**src/design/dda_pkg.sv**
```systemverilog
// shared types, constants and calendar helpers of the date arithmetic unit
package dda_pkg;

   // field widths
   localparam int TYPE_W  = 2;
   localparam int DAY_W   = 5;
   localparam int MONTH_W = 4;
   localparam int YEAR_W  = 14;
   localparam int COUNT_W = 20;
   localparam int DIFF_W  = 23;
   localparam int STAT_W  = 2;

   // day accumulator, signed, holds ordinals up to the top of the year field plus a count
   localparam int ACC_W = 24;
   // year walker, reaches past the year field when a move runs out of range
   localparam int YEAR_CNT_W = 16;

   localparam int YEAR_MAX_DEFAULT = 9999;
   localparam int FIELD_YEAR_TOP   = 16383;
   localparam int MONTHS_PER_YEAR  = 12;
   localparam int BLOCK_YEARS      = 400;
   localparam int BLOCK_DAYS       = 146097;
   localparam int CENTURY_YEARS    = 100;

   localparam logic signed [ACC_W-1:0] DIFF_HIGH = 24'sd4194303;
   localparam logic signed [ACC_W-1:0] DIFF_LOW  = -24'sd4194304;

   // request types
   localparam logic [TYPE_W-1:0] OP_ADD   = 2'd0;
   localparam logic [TYPE_W-1:0] OP_SUB   = 2'd1;
   localparam logic [TYPE_W-1:0] OP_DIFF  = 2'd2;
   localparam logic [TYPE_W-1:0] OP_CHECK = 2'd3;

   // result status
   localparam logic [STAT_W-1:0] STATUS_OK      = 2'd0;
   localparam logic [STAT_W-1:0] STATUS_INVALID = 2'd1;
   localparam logic [STAT_W-1:0] STATUS_RANGE   = 2'd2;

   typedef enum logic [3:0] {
      ALU_PASS     = 4'd0,
      ALU_BLK_ADD  = 4'd1,
      ALU_YEAR_ADD = 4'd2,
      ALU_MON_ADD  = 4'd3,
      ALU_DAY_ADD  = 4'd4,
      ALU_CNT_ADD  = 4'd5,
      ALU_CNT_SUB  = 4'd6,
      ALU_DIFF     = 4'd7,
      ALU_BLK_SUB  = 4'd8,
      ALU_YEAR_SUB = 4'd9,
      ALU_MON_SUB  = 4'd10
   } alu_op_type;

   typedef struct packed {
      alu_op_type           op;
      logic                 leap;
      logic [MONTH_W-1:0]   month;
      logic [DAY_W-1:0]     day;
      logic [COUNT_W-1:0]   cnt;
   } alu_ctl_type;

   typedef struct packed {
      logic signed [ACC_W-1:0] sum;
      logic                    neg;
   } alu_res_type;

   function automatic logic [DAY_W-1:0] month_len(input logic [MONTH_W-1:0] month,
                                                  input logic leap);
      logic [DAY_W-1:0] len;
      case (month) inside
         4'd1, 4'd3, 4'd5, 4'd7, 4'd8, 4'd10, 4'd12: len = 5'd31;
         4'd4, 4'd6, 4'd9, 4'd11:                    len = 5'd30;
         4'd2:                                       len = leap ? 5'd29 : 5'd28;
         default:                                    len = 5'd0;
      endcase
      return len;
   endfunction

endpackage

```
**src/design/dda_req_if.sv**
```systemverilog
// request channel of the date arithmetic unit
interface dda_req_if;
   logic                               valid;
   logic                               ready;
   logic [dda_pkg::TYPE_W-1:0]         req_type;
   logic [dda_pkg::DAY_W-1:0]          day;
   logic [dda_pkg::MONTH_W-1:0]        month;
   logic [dda_pkg::YEAR_W-1:0]         year;
   logic [dda_pkg::COUNT_W-1:0]        day_count;
   logic [dda_pkg::DAY_W-1:0]          other_day;
   logic [dda_pkg::MONTH_W-1:0]        other_month;
   logic [dda_pkg::YEAR_W-1:0]         other_year;

   modport source (output valid, req_type, day, month, year, day_count,
                   other_day, other_month, other_year, input ready);
   modport sink   (input valid, req_type, day, month, year, day_count,
                   other_day, other_month, other_year, output ready);
endinterface

```
**src/design/dda_rsp_if.sv**
```systemverilog
// response channel of the date arithmetic unit
interface dda_rsp_if;
   logic                               valid;
   logic                               ready;
   logic [dda_pkg::DAY_W-1:0]          out_day;
   logic [dda_pkg::MONTH_W-1:0]        out_month;
   logic [dda_pkg::YEAR_W-1:0]         out_year;
   logic signed [dda_pkg::DIFF_W-1:0]  day_difference;
   logic [dda_pkg::STAT_W-1:0]         status;

   modport source (output valid, out_day, out_month, out_year, day_difference, status,
                   input ready);
   modport sink   (input valid, out_day, out_month, out_year, day_difference, status,
                   output ready);
endinterface

```
**src/design/dda_alu.sv**
```systemverilog
// shared day adder with its operand select
module dda_alu (
   input  dda_pkg::alu_ctl_type               ctl,
   input  logic signed [dda_pkg::ACC_W-1:0]   acc,
   input  logic signed [dda_pkg::ACC_W-1:0]   hold,
   output dda_pkg::alu_res_type               res
);
   localparam int ACC_W = dda_pkg::ACC_W;

   logic signed [ACC_W-1:0] opa;
   logic signed [ACC_W-1:0] opb;
   logic signed [ACC_W-1:0] year_days;
   logic signed [ACC_W-1:0] mon_days;
   logic                    sub;

   assign year_days = ctl.leap ? ACC_W'(366) : ACC_W'(365);
   assign mon_days  = ACC_W'(dda_pkg::month_len(ctl.month, ctl.leap));

   always_comb begin
      opa = acc;
      opb = '0;
      sub = 1'b0;
      unique case (ctl.op)
         dda_pkg::ALU_PASS:     opb = '0;
         dda_pkg::ALU_BLK_ADD:  opb = ACC_W'(dda_pkg::BLOCK_DAYS);
         dda_pkg::ALU_YEAR_ADD: opb = year_days;
         dda_pkg::ALU_MON_ADD:  opb = mon_days;
         dda_pkg::ALU_DAY_ADD:  opb = ACC_W'(ctl.day) - ACC_W'(1);
         dda_pkg::ALU_CNT_ADD:  opb = ACC_W'(ctl.cnt);
         dda_pkg::ALU_CNT_SUB: begin
            opb = ACC_W'(ctl.cnt);
            sub = 1'b1;
         end
         dda_pkg::ALU_DIFF: begin
            opa = hold;
            opb = acc;
            sub = 1'b1;
         end
         dda_pkg::ALU_BLK_SUB: begin
            opb = ACC_W'(dda_pkg::BLOCK_DAYS);
            sub = 1'b1;
         end
         dda_pkg::ALU_YEAR_SUB: begin
            opb = year_days;
            sub = 1'b1;
         end
         dda_pkg::ALU_MON_SUB: begin
            opb = mon_days;
            sub = 1'b1;
         end
         default: opb = '0;
      endcase
      res.sum = sub ? (opa - opb) : (opa + opb);
      res.neg = res.sum[ACC_W-1];
   end

endmodule

```
**src/design/date_day_arithmetic.sv**
```systemverilog
// date arithmetic top level: sequencer around one shared day adder
// the day number of a date is found by walking 400-year blocks, then single years, then the
// months before its month; difference does that twice, add and subtract then walk the
// moved day number back the same way
// throughput: one word at a time, a new request is taken only after the response is taken
// reset: synchronous, active high, returns the sequencer to idle; data registers keep values
module date_day_arithmetic #(
   parameter int YEAR_MAX = dda_pkg::YEAR_MAX_DEFAULT
) (
   input logic        clock,
   input logic        reset,
   dda_req_if.sink    req_ch,
   dda_rsp_if.source  rsp_ch
);
   localparam int ACC_W      = dda_pkg::ACC_W;
   localparam int YEAR_CNT_W = dda_pkg::YEAR_CNT_W;
   localparam int DAY_W      = dda_pkg::DAY_W;
   localparam int MONTH_W    = dda_pkg::MONTH_W;
   localparam int YEAR_W     = dda_pkg::YEAR_W;
   localparam int DIFF_W     = dda_pkg::DIFF_W;
   localparam int STAT_W     = dda_pkg::STAT_W;
   // last year allowed, clipped to what the year field can hold
   localparam int YEAR_LIMIT = (YEAR_MAX < dda_pkg::FIELD_YEAR_TOP) ?
                               YEAR_MAX : dda_pkg::FIELD_YEAR_TOP;
   localparam logic [YEAR_CNT_W-1:0] LIMIT_Y = YEAR_CNT_W'(YEAR_LIMIT);

   typedef enum logic [10:0] {
      S_IDLE  = 11'b000_0000_0001,
      S_OYEAR = 11'b000_0000_0010,  // walk 400-year blocks then years up to the target
      S_OMON  = 11'b000_0000_0100,  // walk months before the target month
      S_CHECK = 11'b000_0000_1000,  // check the date, add the day of month less one
      S_DIFF  = 11'b000_0001_0000,
      S_MOVE  = 11'b000_0010_0000,
      S_FBLK  = 11'b000_0100_0000,  // peel 400-year blocks off the moved day number
      S_FYEAR = 11'b000_1000_0000,
      S_FMON  = 11'b001_0000_0000,
      S_DONE  = 11'b010_0000_0000,
      S_SPARE = 11'b100_0000_0000
   } state_type;

   state_type state_ff, state_in;

   // request and walker registers
   logic [dda_pkg::TYPE_W-1:0]  op_ff, op_in;
   logic [DAY_W-1:0]            td_ff, td_in;       // day of the date being walked
   logic [MONTH_W-1:0]          tm_ff, tm_in;
   logic [YEAR_W-1:0]           ty_ff, ty_in;
   logic [dda_pkg::COUNT_W-1:0] cnt_ff, cnt_in;
   logic [DAY_W-1:0]            d2_ff, d2_in;
   logic [MONTH_W-1:0]          m2_ff, m2_in;
   logic [YEAR_W-1:0]           y2_ff, y2_in;
   logic                        second_ff, second_in;
   logic signed [ACC_W-1:0]     acc_ff, acc_in;     // running day number
   logic signed [ACC_W-1:0]     o1_ff, o1_in;       // day number of the first date
   logic [YEAR_CNT_W-1:0]       yw_ff, yw_in;       // year walker
   logic [8:0]                  c400_ff, c400_in;   // walker year mod 400
   logic [6:0]                  c100_ff, c100_in;   // walker year mod 100
   logic [MONTH_W-1:0]          mc_ff, mc_in;       // month walker

   // response registers
   logic [DAY_W-1:0]            rday_ff, rday_in;
   logic [MONTH_W-1:0]          rmon_ff, rmon_in;
   logic [YEAR_W-1:0]           ryear_ff, ryear_in;
   logic signed [DIFF_W-1:0]    rdiff_ff, rdiff_in;
   logic [STAT_W-1:0]           rstat_ff, rstat_in;

   dda_pkg::alu_ctl_type alu_ctl;
   dda_pkg::alu_res_type alu_res;

   logic                  leap;
   logic [YEAR_CNT_W-1:0] year_gap;
   logic                  date_ok;
   logic [8:0]            c400_inc;
   logic [6:0]            c100_inc;

   dda_alu u_alu (
      .ctl  (alu_ctl),
      .acc  (acc_ff),
      .hold (o1_ff),
      .res  (alu_res)
   );

   // leap year from the walker's residues
   assign leap = (c400_ff == 9'd0) || ((c400_ff[1:0] == 2'd0) && (c100_ff != 7'd0));

   assign c400_inc = (c400_ff == 9'(dda_pkg::BLOCK_YEARS - 1)) ? 9'd0 : c400_ff + 9'd1;
   assign c100_inc = (c100_ff == 7'(dda_pkg::CENTURY_YEARS - 1)) ? 7'd0 : c100_ff + 7'd1;

   // years still to walk toward the target year
   assign year_gap = YEAR_CNT_W'(ty_ff) - yw_ff;

   assign date_ok = (YEAR_CNT_W'(ty_ff) <= LIMIT_Y) && (tm_ff != 4'd0) &&
                    (tm_ff <= 4'(dda_pkg::MONTHS_PER_YEAR)) && (td_ff != 5'd0) &&
                    (td_ff <= dda_pkg::month_len(tm_ff, leap));

   assign req_ch.ready          = (state_ff == S_IDLE);
   assign rsp_ch.valid          = (state_ff == S_DONE);
   assign rsp_ch.out_day        = rday_ff;
   assign rsp_ch.out_month      = rmon_ff;
   assign rsp_ch.out_year       = ryear_ff;
   assign rsp_ch.day_difference = rdiff_ff;
   assign rsp_ch.status         = rstat_ff;

   always_comb begin
      state_in  = state_ff;
      op_in     = op_ff;
      td_in     = td_ff;
      tm_in     = tm_ff;
      ty_in     = ty_ff;
      cnt_in    = cnt_ff;
      d2_in     = d2_ff;
      m2_in     = m2_ff;
      y2_in     = y2_ff;
      second_in = second_ff;
      acc_in    = acc_ff;
      o1_in     = o1_ff;
      yw_in     = yw_ff;
      c400_in   = c400_ff;
      c100_in   = c100_ff;
      mc_in     = mc_ff;
      rday_in   = rday_ff;
      rmon_in   = rmon_ff;
      ryear_in  = ryear_ff;
      rdiff_in  = rdiff_ff;
      rstat_in  = rstat_ff;

      alu_ctl.op    = dda_pkg::ALU_PASS;
      alu_ctl.leap  = leap;
      alu_ctl.month = mc_ff;
      alu_ctl.day   = td_ff;
      alu_ctl.cnt   = cnt_ff;

      unique case (state_ff)
         S_IDLE: begin
            if (req_ch.valid) begin
               // latch the word and start on the first date's day number
               op_in     = req_ch.req_type;
               td_in     = req_ch.day;
               tm_in     = req_ch.month;
               ty_in     = req_ch.year;
               cnt_in    = req_ch.day_count;
               d2_in     = req_ch.other_day;
               m2_in     = req_ch.other_month;
               y2_in     = req_ch.other_year;
               second_in = 1'b0;
               acc_in    = '0;
               yw_in     = '0;
               c400_in   = '0;
               c100_in   = '0;
               mc_in     = 4'd1;
               state_in  = S_OYEAR;
            end
         end

         S_OYEAR: begin
            if (year_gap >= YEAR_CNT_W'(dda_pkg::BLOCK_YEARS)) begin
               // whole 400-year block, residues stay at zero
               alu_ctl.op = dda_pkg::ALU_BLK_ADD;
               acc_in     = alu_res.sum;
               yw_in      = yw_ff + YEAR_CNT_W'(dda_pkg::BLOCK_YEARS);
            end else if (year_gap != '0) begin
               alu_ctl.op = dda_pkg::ALU_YEAR_ADD;
               acc_in     = alu_res.sum;
               yw_in      = yw_ff + YEAR_CNT_W'(1);
               c400_in    = c400_inc;
               c100_in    = c100_inc;
            end else begin
               state_in = S_OMON;
            end
         end

         S_OMON: begin
            if (mc_ff < tm_ff) begin
               alu_ctl.op = dda_pkg::ALU_MON_ADD;
               acc_in     = alu_res.sum;
               mc_in      = mc_ff + 4'd1;
            end else begin
               state_in = S_CHECK;
            end
         end

         S_CHECK: begin
            alu_ctl.op = dda_pkg::ALU_DAY_ADD;
            if (!date_ok) begin
               rday_in  = '0;
               rmon_in  = '0;
               ryear_in = '0;
               rdiff_in = '0;
               rstat_in = dda_pkg::STATUS_INVALID;
               state_in = S_DONE;
            end else if (op_ff == dda_pkg::OP_CHECK) begin
               rday_in  = td_ff;
               rmon_in  = tm_ff;
               ryear_in = ty_ff;
               rdiff_in = '0;
               rstat_in = dda_pkg::STATUS_OK;
               state_in = S_DONE;
            end else if ((op_ff == dda_pkg::OP_DIFF) && !second_ff) begin
               // keep the first day number, walk the second date
               o1_in     = alu_res.sum;
               second_in = 1'b1;
               td_in     = d2_ff;
               tm_in     = m2_ff;
               ty_in     = y2_ff;
               acc_in    = '0;
               yw_in     = '0;
               c400_in   = '0;
               c100_in   = '0;
               mc_in     = 4'd1;
               state_in  = S_OYEAR;
            end else if (op_ff == dda_pkg::OP_DIFF) begin
               acc_in   = alu_res.sum;
               state_in = S_DIFF;
            end else begin
               acc_in   = alu_res.sum;
               state_in = S_MOVE;
            end
         end

         S_DIFF: begin
            alu_ctl.op = dda_pkg::ALU_DIFF;
            rday_in    = '0;
            rmon_in    = '0;
            ryear_in   = '0;
            rstat_in   = dda_pkg::STATUS_OK;
            // clamp to the difference field
            if (alu_res.sum > dda_pkg::DIFF_HIGH) begin
               rdiff_in = dda_pkg::DIFF_HIGH[DIFF_W-1:0];
            end else if (alu_res.sum < dda_pkg::DIFF_LOW) begin
               rdiff_in = dda_pkg::DIFF_LOW[DIFF_W-1:0];
            end else begin
               rdiff_in = alu_res.sum[DIFF_W-1:0];
            end
            state_in = S_DONE;
         end

         S_MOVE: begin
            alu_ctl.op = (op_ff == dda_pkg::OP_ADD) ? dda_pkg::ALU_CNT_ADD
                                                    : dda_pkg::ALU_CNT_SUB;
            acc_in   = alu_res.sum;
            yw_in    = '0;
            c400_in  = '0;
            c100_in  = '0;
            state_in = S_FBLK;
         end

         S_FBLK: begin
            alu_ctl.op = dda_pkg::ALU_BLK_SUB;
            if (acc_ff[ACC_W-1]) begin
               // moved before the first day of year zero
               rday_in  = '0;
               rmon_in  = '0;
               ryear_in = '0;
               rdiff_in = '0;
               rstat_in = dda_pkg::STATUS_RANGE;
               state_in = S_DONE;
            end else if (!alu_res.neg) begin
               acc_in = alu_res.sum;
               yw_in  = yw_ff + YEAR_CNT_W'(dda_pkg::BLOCK_YEARS);
            end else begin
               state_in = S_FYEAR;
            end
         end

         S_FYEAR: begin
            alu_ctl.op = dda_pkg::ALU_YEAR_SUB;
            if (!alu_res.neg) begin
               acc_in  = alu_res.sum;
               yw_in   = yw_ff + YEAR_CNT_W'(1);
               c400_in = c400_inc;
               c100_in = c100_inc;
            end else if (yw_ff > LIMIT_Y) begin
               rday_in  = '0;
               rmon_in  = '0;
               ryear_in = '0;
               rdiff_in = '0;
               rstat_in = dda_pkg::STATUS_RANGE;
               state_in = S_DONE;
            end else begin
               mc_in    = 4'd1;
               state_in = S_FMON;
            end
         end

         S_FMON: begin
            alu_ctl.op = dda_pkg::ALU_MON_SUB;
            if (!alu_res.neg && (mc_ff < 4'(dda_pkg::MONTHS_PER_YEAR))) begin
               acc_in = alu_res.sum;
               mc_in  = mc_ff + 4'd1;
            end else begin
               // remainder is the day of month less one
               rday_in  = acc_ff[DAY_W-1:0] + 5'd1;
               rmon_in  = mc_ff;
               ryear_in = yw_ff[YEAR_W-1:0];
               rdiff_in = '0;
               rstat_in = dda_pkg::STATUS_OK;
               state_in = S_DONE;
            end
         end

         S_DONE: begin
            if (rsp_ch.ready) begin
               state_in = S_IDLE;
            end
         end

         default: state_in = S_IDLE;
      endcase
   end

   always_ff @(posedge clock) begin
      if (reset) begin
         state_ff <= S_IDLE;
      end else begin
         state_ff <= state_in;
      end
   end

   always_ff @(posedge clock) begin
      op_ff     <= op_in;
      td_ff     <= td_in;
      tm_ff     <= tm_in;
      ty_ff     <= ty_in;
      cnt_ff    <= cnt_in;
      d2_ff     <= d2_in;
      m2_ff     <= m2_in;
      y2_ff     <= y2_in;
      second_ff <= second_in;
      acc_ff    <= acc_in;
      o1_ff     <= o1_in;
      yw_ff     <= yw_in;
      c400_ff   <= c400_in;
      c100_ff   <= c100_in;
      mc_ff     <= mc_in;
      rday_ff   <= rday_in;
      rmon_ff   <= rmon_in;
      ryear_ff  <= ryear_in;
      rdiff_ff  <= rdiff_in;
      rstat_ff  <= rstat_in;
   end

   // a request is never taken while a response is pending
   a_no_overlap: assert property (@(posedge clock) disable iff (reset)
      !(req_ch.ready && rsp_ch.valid))
      else $error("request taken while response pending");

   // an accepted word keeps the sequencer busy on the next cycle
   a_busy_after_accept: assert property (@(posedge clock) disable iff (reset)
      req_ch.valid && req_ch.ready |=> !req_ch.ready)
      else $error("sequencer not busy after accept");

   // an error response carries all-zero result fields
   a_error_zero: assert property (@(posedge clock) disable iff (reset)
      rsp_ch.valid && (rsp_ch.status != dda_pkg::STATUS_OK) |->
         (rsp_ch.out_day == '0) && (rsp_ch.out_month == '0) &&
         (rsp_ch.out_year == '0) && (rsp_ch.day_difference == '0))
      else $error("error response with nonzero fields");

   // a successful move lands on a real month and day
   a_move_date: assert property (@(posedge clock) disable iff (reset)
      rsp_ch.valid && (rsp_ch.status == dda_pkg::STATUS_OK) &&
      ((op_ff == dda_pkg::OP_ADD) || (op_ff == dda_pkg::OP_SUB)) |->
         (rsp_ch.out_month != '0) && (rsp_ch.out_month <= 4'(dda_pkg::MONTHS_PER_YEAR)) &&
         (rsp_ch.out_day != '0))
      else $error("moved date out of calendar");

endmodule
```
**src/flat_wrapper.sv**
```systemverilog
// flat-port wrapper written by rule: the top's interface ports become plain ports
module date_day_arithmetic_flat 
#(
   parameter int YEAR_MAX = dda_pkg::YEAR_MAX_DEFAULT
)
  (clock, reset, req_ch_valid, req_ch_req_type, req_ch_day, req_ch_month, req_ch_year, req_ch_day_count, req_ch_other_day, req_ch_other_month, req_ch_other_year, req_ch_ready, rsp_ch_valid, rsp_ch_out_day, rsp_ch_out_month, rsp_ch_out_year, rsp_ch_day_difference, rsp_ch_status, rsp_ch_ready);
  dda_req_if req_ch_i ();
  dda_rsp_if rsp_ch_i ();
  input logic clock;
  input logic reset;
  input wire logic [$bits(req_ch_i.valid)-1:0] req_ch_valid;
  input wire logic [$bits(req_ch_i.req_type)-1:0] req_ch_req_type;
  input wire logic [$bits(req_ch_i.day)-1:0] req_ch_day;
  input wire logic [$bits(req_ch_i.month)-1:0] req_ch_month;
  input wire logic [$bits(req_ch_i.year)-1:0] req_ch_year;
  input wire logic [$bits(req_ch_i.day_count)-1:0] req_ch_day_count;
  input wire logic [$bits(req_ch_i.other_day)-1:0] req_ch_other_day;
  input wire logic [$bits(req_ch_i.other_month)-1:0] req_ch_other_month;
  input wire logic [$bits(req_ch_i.other_year)-1:0] req_ch_other_year;
  output wire logic [$bits(req_ch_i.ready)-1:0] req_ch_ready;
  output wire logic [$bits(rsp_ch_i.valid)-1:0] rsp_ch_valid;
  output wire logic [$bits(rsp_ch_i.out_day)-1:0] rsp_ch_out_day;
  output wire logic [$bits(rsp_ch_i.out_month)-1:0] rsp_ch_out_month;
  output wire logic [$bits(rsp_ch_i.out_year)-1:0] rsp_ch_out_year;
  output wire logic [$bits(rsp_ch_i.day_difference)-1:0] rsp_ch_day_difference;
  output wire logic [$bits(rsp_ch_i.status)-1:0] rsp_ch_status;
  input wire logic [$bits(rsp_ch_i.ready)-1:0] rsp_ch_ready;
  assign req_ch_i.valid = req_ch_valid;
  assign req_ch_i.req_type = req_ch_req_type;
  assign req_ch_i.day = req_ch_day;
  assign req_ch_i.month = req_ch_month;
  assign req_ch_i.year = req_ch_year;
  assign req_ch_i.day_count = req_ch_day_count;
  assign req_ch_i.other_day = req_ch_other_day;
  assign req_ch_i.other_month = req_ch_other_month;
  assign req_ch_i.other_year = req_ch_other_year;
  assign req_ch_ready = req_ch_i.ready;
  assign rsp_ch_valid = rsp_ch_i.valid;
  assign rsp_ch_out_day = rsp_ch_i.out_day;
  assign rsp_ch_out_month = rsp_ch_i.out_month;
  assign rsp_ch_out_year = rsp_ch_i.out_year;
  assign rsp_ch_day_difference = rsp_ch_i.day_difference;
  assign rsp_ch_status = rsp_ch_i.status;
  assign rsp_ch_i.ready = rsp_ch_ready;
  date_day_arithmetic #(.YEAR_MAX(YEAR_MAX)) u_core (.clock(clock), .reset(reset), .req_ch(req_ch_i), .rsp_ch(rsp_ch_i));
endmodule
```
**config.mk**
```make
export PLATFORM = sky130hd
export DESIGN_NAME = date_day_arithmetic_flat
export DESIGN_NICKNAME = d
export VERILOG_FILES = /design/src/design/dda_pkg.sv /design/src/design/dda_req_if.sv /design/src/design/dda_rsp_if.sv /design/src/design/dda_alu.sv /design/src/design/date_day_arithmetic.sv /design/src/flat_wrapper.sv
export SDC_FILE = /design/constraint.sdc
export NUM_CORES = 1
export LEC_CHECK = 0
export ABC_AREA = 1
export BUFFER_PORTS_ARGS = -buffer_cell sky130_fd_sc_hd__buf_2
export CAP_MARGIN = 15
export CORE_MARGIN = 2
export CORE_UTILIZATION = 50
export DETAILED_ROUTE_END_ITERATION = 8
export GPL_TIMING_DRIVEN = 0
export PLACE_DENSITY_LB_ADDON = 0.3
export RECOVER_POWER = 100
export SETUP_SLACK_MARGIN = 0.3
export SLEW_MARGIN = 10
export SYNTH_ARGS = -nofsm -noshare
export SYNTH_HDL_FRONTEND = slang
export SYNTH_SLANG_ARGS = --single-unit
```
**constraint.sdc**
```tcl
create_clock -name clock -period 8.46 [get_ports clock]
set_clock_uncertainty 0.2 [all_clocks]
set_input_delay 0.423 -clock clock [delete_from_list [all_inputs] [get_ports clock]]
set_output_delay 0.423 -clock clock [all_outputs]
set_load 0.02 [all_outputs]
```
* After elaboration in Yosys (flattened, before gate mapping) *
Index checks and enable logic that the tools add are counted.

word-level totals
  logic and storage cells = 292
  bits in registers = 212
  latch bits = 0
  memory bits (writable) = 0
  bits in read-only memories = 0
  memories = 0

cells by class
  magnitude comparators = 9
  reduce and logical (&&, ||, !) cells = 42
  multipliers = 0
  equality and inequality tests = 70
  bitwise logic cells = 1
  divide/modulo/power cells = 0
  add/sub/neg operators = 10
  mux-type cells = 138
  shift-type cells = 0

operator list
  kind                number
  $mux 24             12
  $mux 23             9
  $pmux 24 s8         1
  $mux 16             9
  $pmux 24 s6         1
  $mux 14             10
  $mux 11             12
  $pmux 23 s5         1
  $pmux 11 s10        1
  $pmux 16 s6         1
  $mux 5              16
  $mux 4              19
  $mux 9              8
  $pmux 14 s5         1
  $mux 7              8
  $eq 4x4->1 const B  13
  $eq 4x3->1 const B  12
  $pmux 9 s5          1
  $pmux 4 s5          2
  $pmux 7 s5          1
  $pmux 4 s8          1
  $pmux 14 s2         1
  $pmux 5 s5          1
  $add 24x24->24      1
  other kinds (69)    128

* Longest topological paths before layout *
Gate-level depths: netlist of run 1.

  depth in word-level cells = 14
  mapped depth = 47
  mapped depth without buffers = 47

* Modules after synthesis *
Synthesis of run 1 repeated with hierarchy kept, for this count alone.

second synthesis, totals
  cell total of the unflattened synthesis = 1643
  area total of the unflattened synthesis = 13394.1 um^2

by module, submodules not included
  module               cells an instance  area each (um^2)  times used
  date_day_arithmetic  1058               10418.7           1
  dda_alu              585                2975.4            1

* Least setup slack after synthesis of run 1 *
Ideal clock, no wire load.

  kind = reg2reg
  start = register u_core.yw_ff[0]
  end = register u_core.rdiff_ff[0] (netlist: u_core.rsp_ch.day_difference[0]) (enable)
  period minus slack after synthesis = 7.889 ns
  setup slack = 0.571 ns
  data required time = 7.806 ns
  buffers on the path = 1
  cell stages (with the launch flop) = 44
  arrival time = 7.235 ns
  cell sequence = edfxtp_1 ha_1 fa_1 inv_1 nand2_1 nand2_1 nand3_2 nand2_1 nand2_1 nand3_1 nand2_1 nor2_2 nand2_2 inv_2 nand2_2 nand2_2 nand3_1 nor2_1 [8 not listed] nand3_1 nand2_1 o21ai_0 o21ai_0 and2_1 ha_1 a21oi_1 o21ai_0 a221oi_1 o221ai_1 xor2_1 inv_1 nand3_2 nand2_4 nand2_1 nand2_2 buf_6 nor2_1

between the ends
  longest elaborated chain between the ends = 14

RTL lines
  item                                                                     line                        text
  start: declaration                                                       date_day_arithmetic.sv:55   logic [YEAR_CNT_W-1:0] yw_ff, yw_in;
  start signal: assignment                                                 date_day_arithmetic.sv:331  yw_ff <= yw_in;
  parallel branches: the longest is 13 deep, another holds $add 24x24->24  -
  $reduce_and 6->1 (no line) (*)                                           -
  end signal: assignment                                                   date_day_arithmetic.sv:338  rdiff_ff <= rdiff_in;
  end: declaration                                                         date_day_arithmetic.sv:64   logic signed [DIFF_W-1:0] rdiff_ff, rdiff_in;

Every way passes the cells marked *.
A chain may end at the register's enable or synchronous reset.

==> metrics.md, run 1 <==
| Metric | Value |
|---|---|
| Outcome | finished, violations left |
| Violated checks | max-capacitance violations, max-slew violations |
| Post-synth EDFFs | approximately 200 |
| Area contributors post-synth | edfxtp_1 (46%), nand2_1 (11%), inv_1 (6.8%), ha_1 (5.7%), nor2_1 (4.4%) |
| Post-synth ARST share | 0% |
| Synthesis-stage register bit count | ~210 |
| CP Launch Type | register |
| Max Fanout on Critical Path | 16 |
| Core Rows | 59 |
| DRC viols | 0 |
| Ys flop type | edfxtp_1 |
| Total Routed Length | 36600 um |
| Final slew viol count | 48 |
| Worst Path Required | ~8.5 ns |
| Starting Density | approximately half |
| Worst slew pin tran | 2.59 ns |
| HPWL Detailed | around 27000 um |
| Commonest non-fill, non-tap cells in the layout | nand2_1 (381), inv_1 (238), edfxtp_1 (201) |
| Area occupied by multi-input gates | 0.00577 mm2 |
| CP arrival | approximately 7.8 ns |
| Share of the synthesized area in the top cell type | a little under half |
| Top Family by Delay on Critical Path | simple AND/OR/NAND/NOR gates |
| CP max stage delay | between 0.4 and 0.5 ns |
| Crit path buffers/inverters | 9 |
| Slowest cell on the critical path | edfxtp_1 |
| Min cycle time layout | around 7.7 ns |
| Pin count of the biggest net entering global routing | 28 |
| Clock transition at path regs | 0.06 ns |
| DIE AREA | around 0.027 mm2 |
| CP endpoint kind | register |
| Clock Latency Late Sink | around 0.53 ns |
| Area Overhead vs Synth | 19.4% |
| FMAX | approximately 130 MHz |
| TritonCTS Buffers | 24 |
| First-pass detailed-route iteration total | 5 |
| Average routed wire per standard cell | around 17 um |
| H-tree levels | 1 |
| Crit Path Class | reg -> reg |
| Vias in the first global route | between 10k and 15k |
| Worst rel slew slack | -73.5% |
| Synth Cell Area | between 0.01 and 0.015 mm2 |
| Port-buffer cells | approximately 120 |
| Crit-path most repeated cell | nand2_1 |
| Fillers | ~2.2k |
| Synth area leader | edfxtp_1 |
| Final cycle utilization of the critical path | between 90% and 100% |
| Clock tree sinks | around 210 |
| Gr usage total | approximately 27% |
| Grt total ovfl | 0 |
| Synth Instances | 1553 |
| Synth Area per Inst | 8.41 um2 |
| Routability cong. | 1.01 |
| Cell variety after synth | between 50 and 60 |
| CTS tree | yes |
| Final setup fails | 0 |
| Most common cell after layout, fill and taps aside | nand2_1 |
| Root Driver | clkbuf_16 |
| Hold slack | around 0.021 ns |
| RSZ-0062 raised after global routing | no |
| Final ANT Viol Nets | 0 |
| Initial antenna violation count | 1 |
| Sequential cell area | 0.00624 mm2 |
| Max Cap Viol | 2 |
| Initial DRC Count | 1054 |
| Worst-case clock buffer depth | 3 |
| Nets | ~1.9k |
| Share of cells above drive strength 1 | a little under a tenth |
| Vias per std cell | 5.41 |
| Worst hold path class | in -> reg |
| Via count | between 10k and 15k |
| Die span in x | approximately 170 um |
| Die H | roughly 170 um |
| Ys Warns | 0 |
| Core ar. | around 0.026 mm2 |
| Endpoints failing hold | 0 |
| Sequential fraction of the synthesis area | between 40% and 50% |
| Syn_nets | 1686 |
| First-pass GRT wire length | roughly 57000 um |
| Io pins | 122 |
==> per-layer routing <==
metal  track usage, %  vias to the layer above  routed length, um
li1                 -                     5615                  -
met1             37.0                     5328              15800
met2             42.8                      493              16200
met3             5.57                       81               3460
met4             8.74                        0               1120
met5                0                        -                  0
==> worst paths after layout <==
| kind | start | end | slack [ns] | depth (start not counted) |
|---|---|---|---|---|
| worst min register to register | u_core.y2_ff[2] | u_core.ty_ff[2] | 0.31 | 2 |
| worst max-delay path | u_core.yw_ff[0] | u_core.c100_ff[2] | 0.74 | 45 |
| worst max register to register | u_core.yw_ff[0] | u_core.c100_ff[2] | 0.74 | 45 |
| worst min-delay path | req_ch_day[3] | u_core.td_ff[3] | 0.02 | 3 |
==> worst reg2reg max path: cells and delay by family (launching register included) <==
family | cells | cell delay, ns
AO/OA/AOI/OAI | 6 | 1.09
XOR/XNOR | 1 | 0.23
adder cells (fa/ha/maj) | 4 | 1.07
buffers and inverters | 9 | 0.97
flip-flops | 1 | 0.43
AND/OR/NAND/NOR | 25 | 3.41
==> flip-flops by register name (all words and copies together), names as in the netlist, 7 cells and up <==
| name | cells |
|---|---|
| u_core.acc_ff | 24 |
| u_core.o1_ff | 24 |
| u_core.rsp_ch.day_difference | 23 |
| u_core.cnt_ff | 20 |
| u_core.yw_ff | 16 |
| u_core.rsp_ch.out_year | 14 |
| u_core.ty_ff | 14 |
| u_core.y2_ff | 14 |
| u_core.state_ff | 10 |
| u_core.c400_ff | 9 |
| u_core.c100_ff | 7 |
==> Yosys cell counts (all sizes together), types with 3 or more instances <==
cell    count
nand3b      6
o211ai      7
o21bai      6
nor3       42
inv       248
dfxtp      10
nand4      15
xnor2      16
buf        14
nand3      92
o22ai      21
o31ai       3
or2         4
clkbuf     16
nor2      161
nand2     388
a21oi      78
a22oi       8
a221oi     11
xor2       55
o21ai      56
edfxtp    201
and2        6
nor3b       3
nor4        8
ha         59
==> through the flow <==
stage / TNS (ns) / std cells / util [%] / worst slack (ns) / cell area, um2
after global placement: -124.15 / 2009 / 54.5 / -1.92 / 14100
after CTS: 0 / 2122 / 60.6 / 0.359 / 15700
after global routing: 0 / 2128 / 60.3 / 0.190 / 15600
final: 0 / 2128 / 60.3 / 0.736 / 15600
after detailed placement: 0 / 2016 / 55.1 / 0.434 / 14200
after floorplan: 0 / 1553 / - / 0.571 / 13100
==> cell families (layout without fill, tap and decap cells) <==
group           Yosys count  after routing  share of synthesized area, %
compound gates          203            203                          9.14
xor+xnor                 71             71                          4.76
fa+ha+maj                61             61                          5.96
buf+inv                 280            518                          8.38
flops                   211            211                          47.8
mux                       2              2                         0.153
other cells               0              1                             0
simple gates            725            726                          23.8
==> area by class of cell <==
class / count / share of cell area, %
Inverter: 250 / 6.03
Timing Repair Buffer: 195 / 8.11
Antenna cell: 1 / 0.0161
Clock inverter: 17 / 1.13
Tap cell: 335 / 2.69
Clock buffer: 26 / 4.04
Sequential cell: 211 / 40.0
Buffer: 30 / 0.995
Multi-Input combinational cell: 1063 / 37.0
==> timing repair <==
| item | CTS | global route |
|---|---|---|
| endpoints found under the setup margin | 0 | 121 |
| resized for setup | 0 | 15 |
| hold buffers | 63 | 0 |
| hold endpoints to repair | 63 | 0 |
| buffers inserted | 0 | 4 |
Power of run 1 is not shown: default switching activity piles up to over one toggle a cycle in this logic, so the estimate is an artifact.
==> run 2, diff against run 1 <==
- CORE_MARGIN: 2 -> 3
==> metrics.md, run 2 (synthesis gave the netlist of run 1 again) <==
| Metric | Value |
|---|---|
| Outcome | finished, violations left |
| Violated checks | max-capacitance violations, max-slew violations |
| Met3 Usage GRT | 4.34% |
| FMAX | about 130 MHz |
| Max Fanout on Critical Path | 9 |
| Vias in the first global route | roughly 11k |
| Post-Layout Cell Count | between 2k and 2.5k |
| Final setup fails | 0 |
| Pin count of the biggest net entering global routing | 32 |
| Routing usage on met1 | 38.3% |
| Commonest non-fill, non-tap cells in the layout | nand2_1 (378), inv_1 (238), edfxtp_1 (201) |
| H-tree levels | 1 |
| First-pass GRT wire length | around 59000 um |
| Grt total ovfl | 0 |
| Routability cong. | around 0.96 |
| CP Launch Type | register |
| Gr usage total | a little over a quarter |
| Final slew viol count | between 70 and 80 |
| Worst-case clock buffer depth | 3 |
| GR peak layer | met2 |
| Initial DRC Count | approximately 1k |
| CP arrival | a little under 8 ns |
| CP max stage delay | about 0.43 ns |
| Die H | approximately 170 um |
| Worst hold path class | in -> reg |
| Crit-path most repeated cell | nand2_1 |
| Root Driver | clkbuf_16 |
| DRC viols | 0 |
| Port-buffer cells | ~120 |
| Clock tree sinks | between 200 and 250 |
| Core ar. | 0.0254 mm2 |
| Fin util | between 60% and 70% |
| Slowest cell on the critical path | edfxtp_1 |
| Met2 global-route usage | around 42% |
| Io pins | ~120 |
| Most common cell after layout, fill and taps aside | nand2_1 |
| DIE AREA | around 0.028 mm2 |
| HPWL Detailed | 27400 um |
| CP endpoint kind | register |
| Initial antenna violation count | 2 |
| Total Routed Length | around 38000 um |
| Clock Latency Late Sink | 0.55 ns |
| Via count | ~11k |
| RSZ-0062 raised after global routing | no |
| Dpl cells | approximately 2k |
| Vias per std cell | approximately 5.4 |
| CTS tree | yes |
| Final ANT Viol Nets | 0 |
| Average routed wire per standard cell | approximately 18 um |
| Nets | about 1.9k |
| Max Cap Viol | 3 |
| Crit Path Class | reg -> reg |
| Die span in x | approximately 170 um |
| Area after DPL | 0.0142 mm2 |
| Setup TNS Final | 0 ns |
| Worst Path Required | 8.48 ns |
| First-pass detailed-route iteration total | 6 |
| Final cycle utilization of the critical path | 92.8% |
| Clock transition at path regs | around 0.060 ns |
| Worst rel slew slack | -71.0% |
| Endpoints failing hold | 0 |
| Min cycle time layout | ~8 ns |
| Worst slew pin tran | roughly 2.6 ns |
| Share of cells above drive strength 1 | a little under a tenth |
| Area Overhead vs Synth | 19.2% |
| TritonCTS Buffers | 24 |
| Post-route cell area | 0.0156 mm2 |
| Core Rows | 58 |
| Starting Density | between 50% and 60% |
[run 2: cell count changes in the layout (fill, tap and decap cells not counted), sizes merged]
| cell | before | now |
|---|---|---|
| dlygate4sd3 | 63 | 68 |
| clkbuf | 104 | 108 |
| bufinv | 3 | 0 |
| inv | 250 | 247 |
| clkinvlp | 3 | 5 |
| clkinv | 11 | 10 |
| diode | 1 | 2 |
[run 2: area by class of cell]
class                           instances  area (um2)
Antenna cell                            2        5.00
Buffer                                 30         156
Clock buffer                           31         627
Clock inverter                         12        92.6
Fill cell                            2199        9830
Inverter                              250         946
Multi-Input combinational cell       1063        5780
Sequential cell                       211        6240
Tap cell                              330         413
Timing Repair Buffer                  199        1310
[run 2: per-stage QoR]
step	setup WS (ns)	hold WS (ns)
2_1_floorplan	0.571	0.279
3_3_place_gp	-1.92	0.292
3_5_place_dp	0.325	0.299
4_1_cts	0.400	0.104
5_1_grt	0.120	0.159
6_report	0.612	0.122
[run 2: worst paths after layout]
kind | start | endpoint | slack (ns) | cells after the start
worst max-delay path | u_core.yw_ff[0] | u_core.acc_ff[6] | 0.61 | 45
worst min-delay path | req_ch_valid | u_core.state_ff[0] | 0.12 | 4
worst max register to register | u_core.yw_ff[0] | u_core.acc_ff[6] | 0.61 | 45
worst min register to register | u_core.y2_ff[8] | u_core.ty_ff[8] | 0.31 | 2
[run 2: layer usage]
layer	share of wire (%)	vias up	wire (um)
met3	8.3	47	3150
li1	-	5609	-
met2	46	463	17500
met5	0	-	0
met1	44	5352	16600
met4	2.1	0	801
[run 2: worst max-delay path, delay by kind of cell (launching register included)]
family / cells / cell delay, ns
buffers and inverters: 9 / 1.06
flip-flops: 1 / 0.43
adder cells (fa/ha/maj): 4 / 1.08
AO/OA/AOI/OAI: 6 / 1.17
XOR/XNOR: 1 / 0.22
AND/OR/NAND/NOR: 25 / 3.34
[run 2: what timing repair did]
item	4_1_cts	5_1_grt
gates cloned	0	1
endpoints found under the hold margin	68	0
endpoints found under the setup margin	1	129
resized for setup	1	15
buffers inserted	0	4
hold buffers	68	0
pin swaps	0	5
Power of run 2 is left out for the same reason.
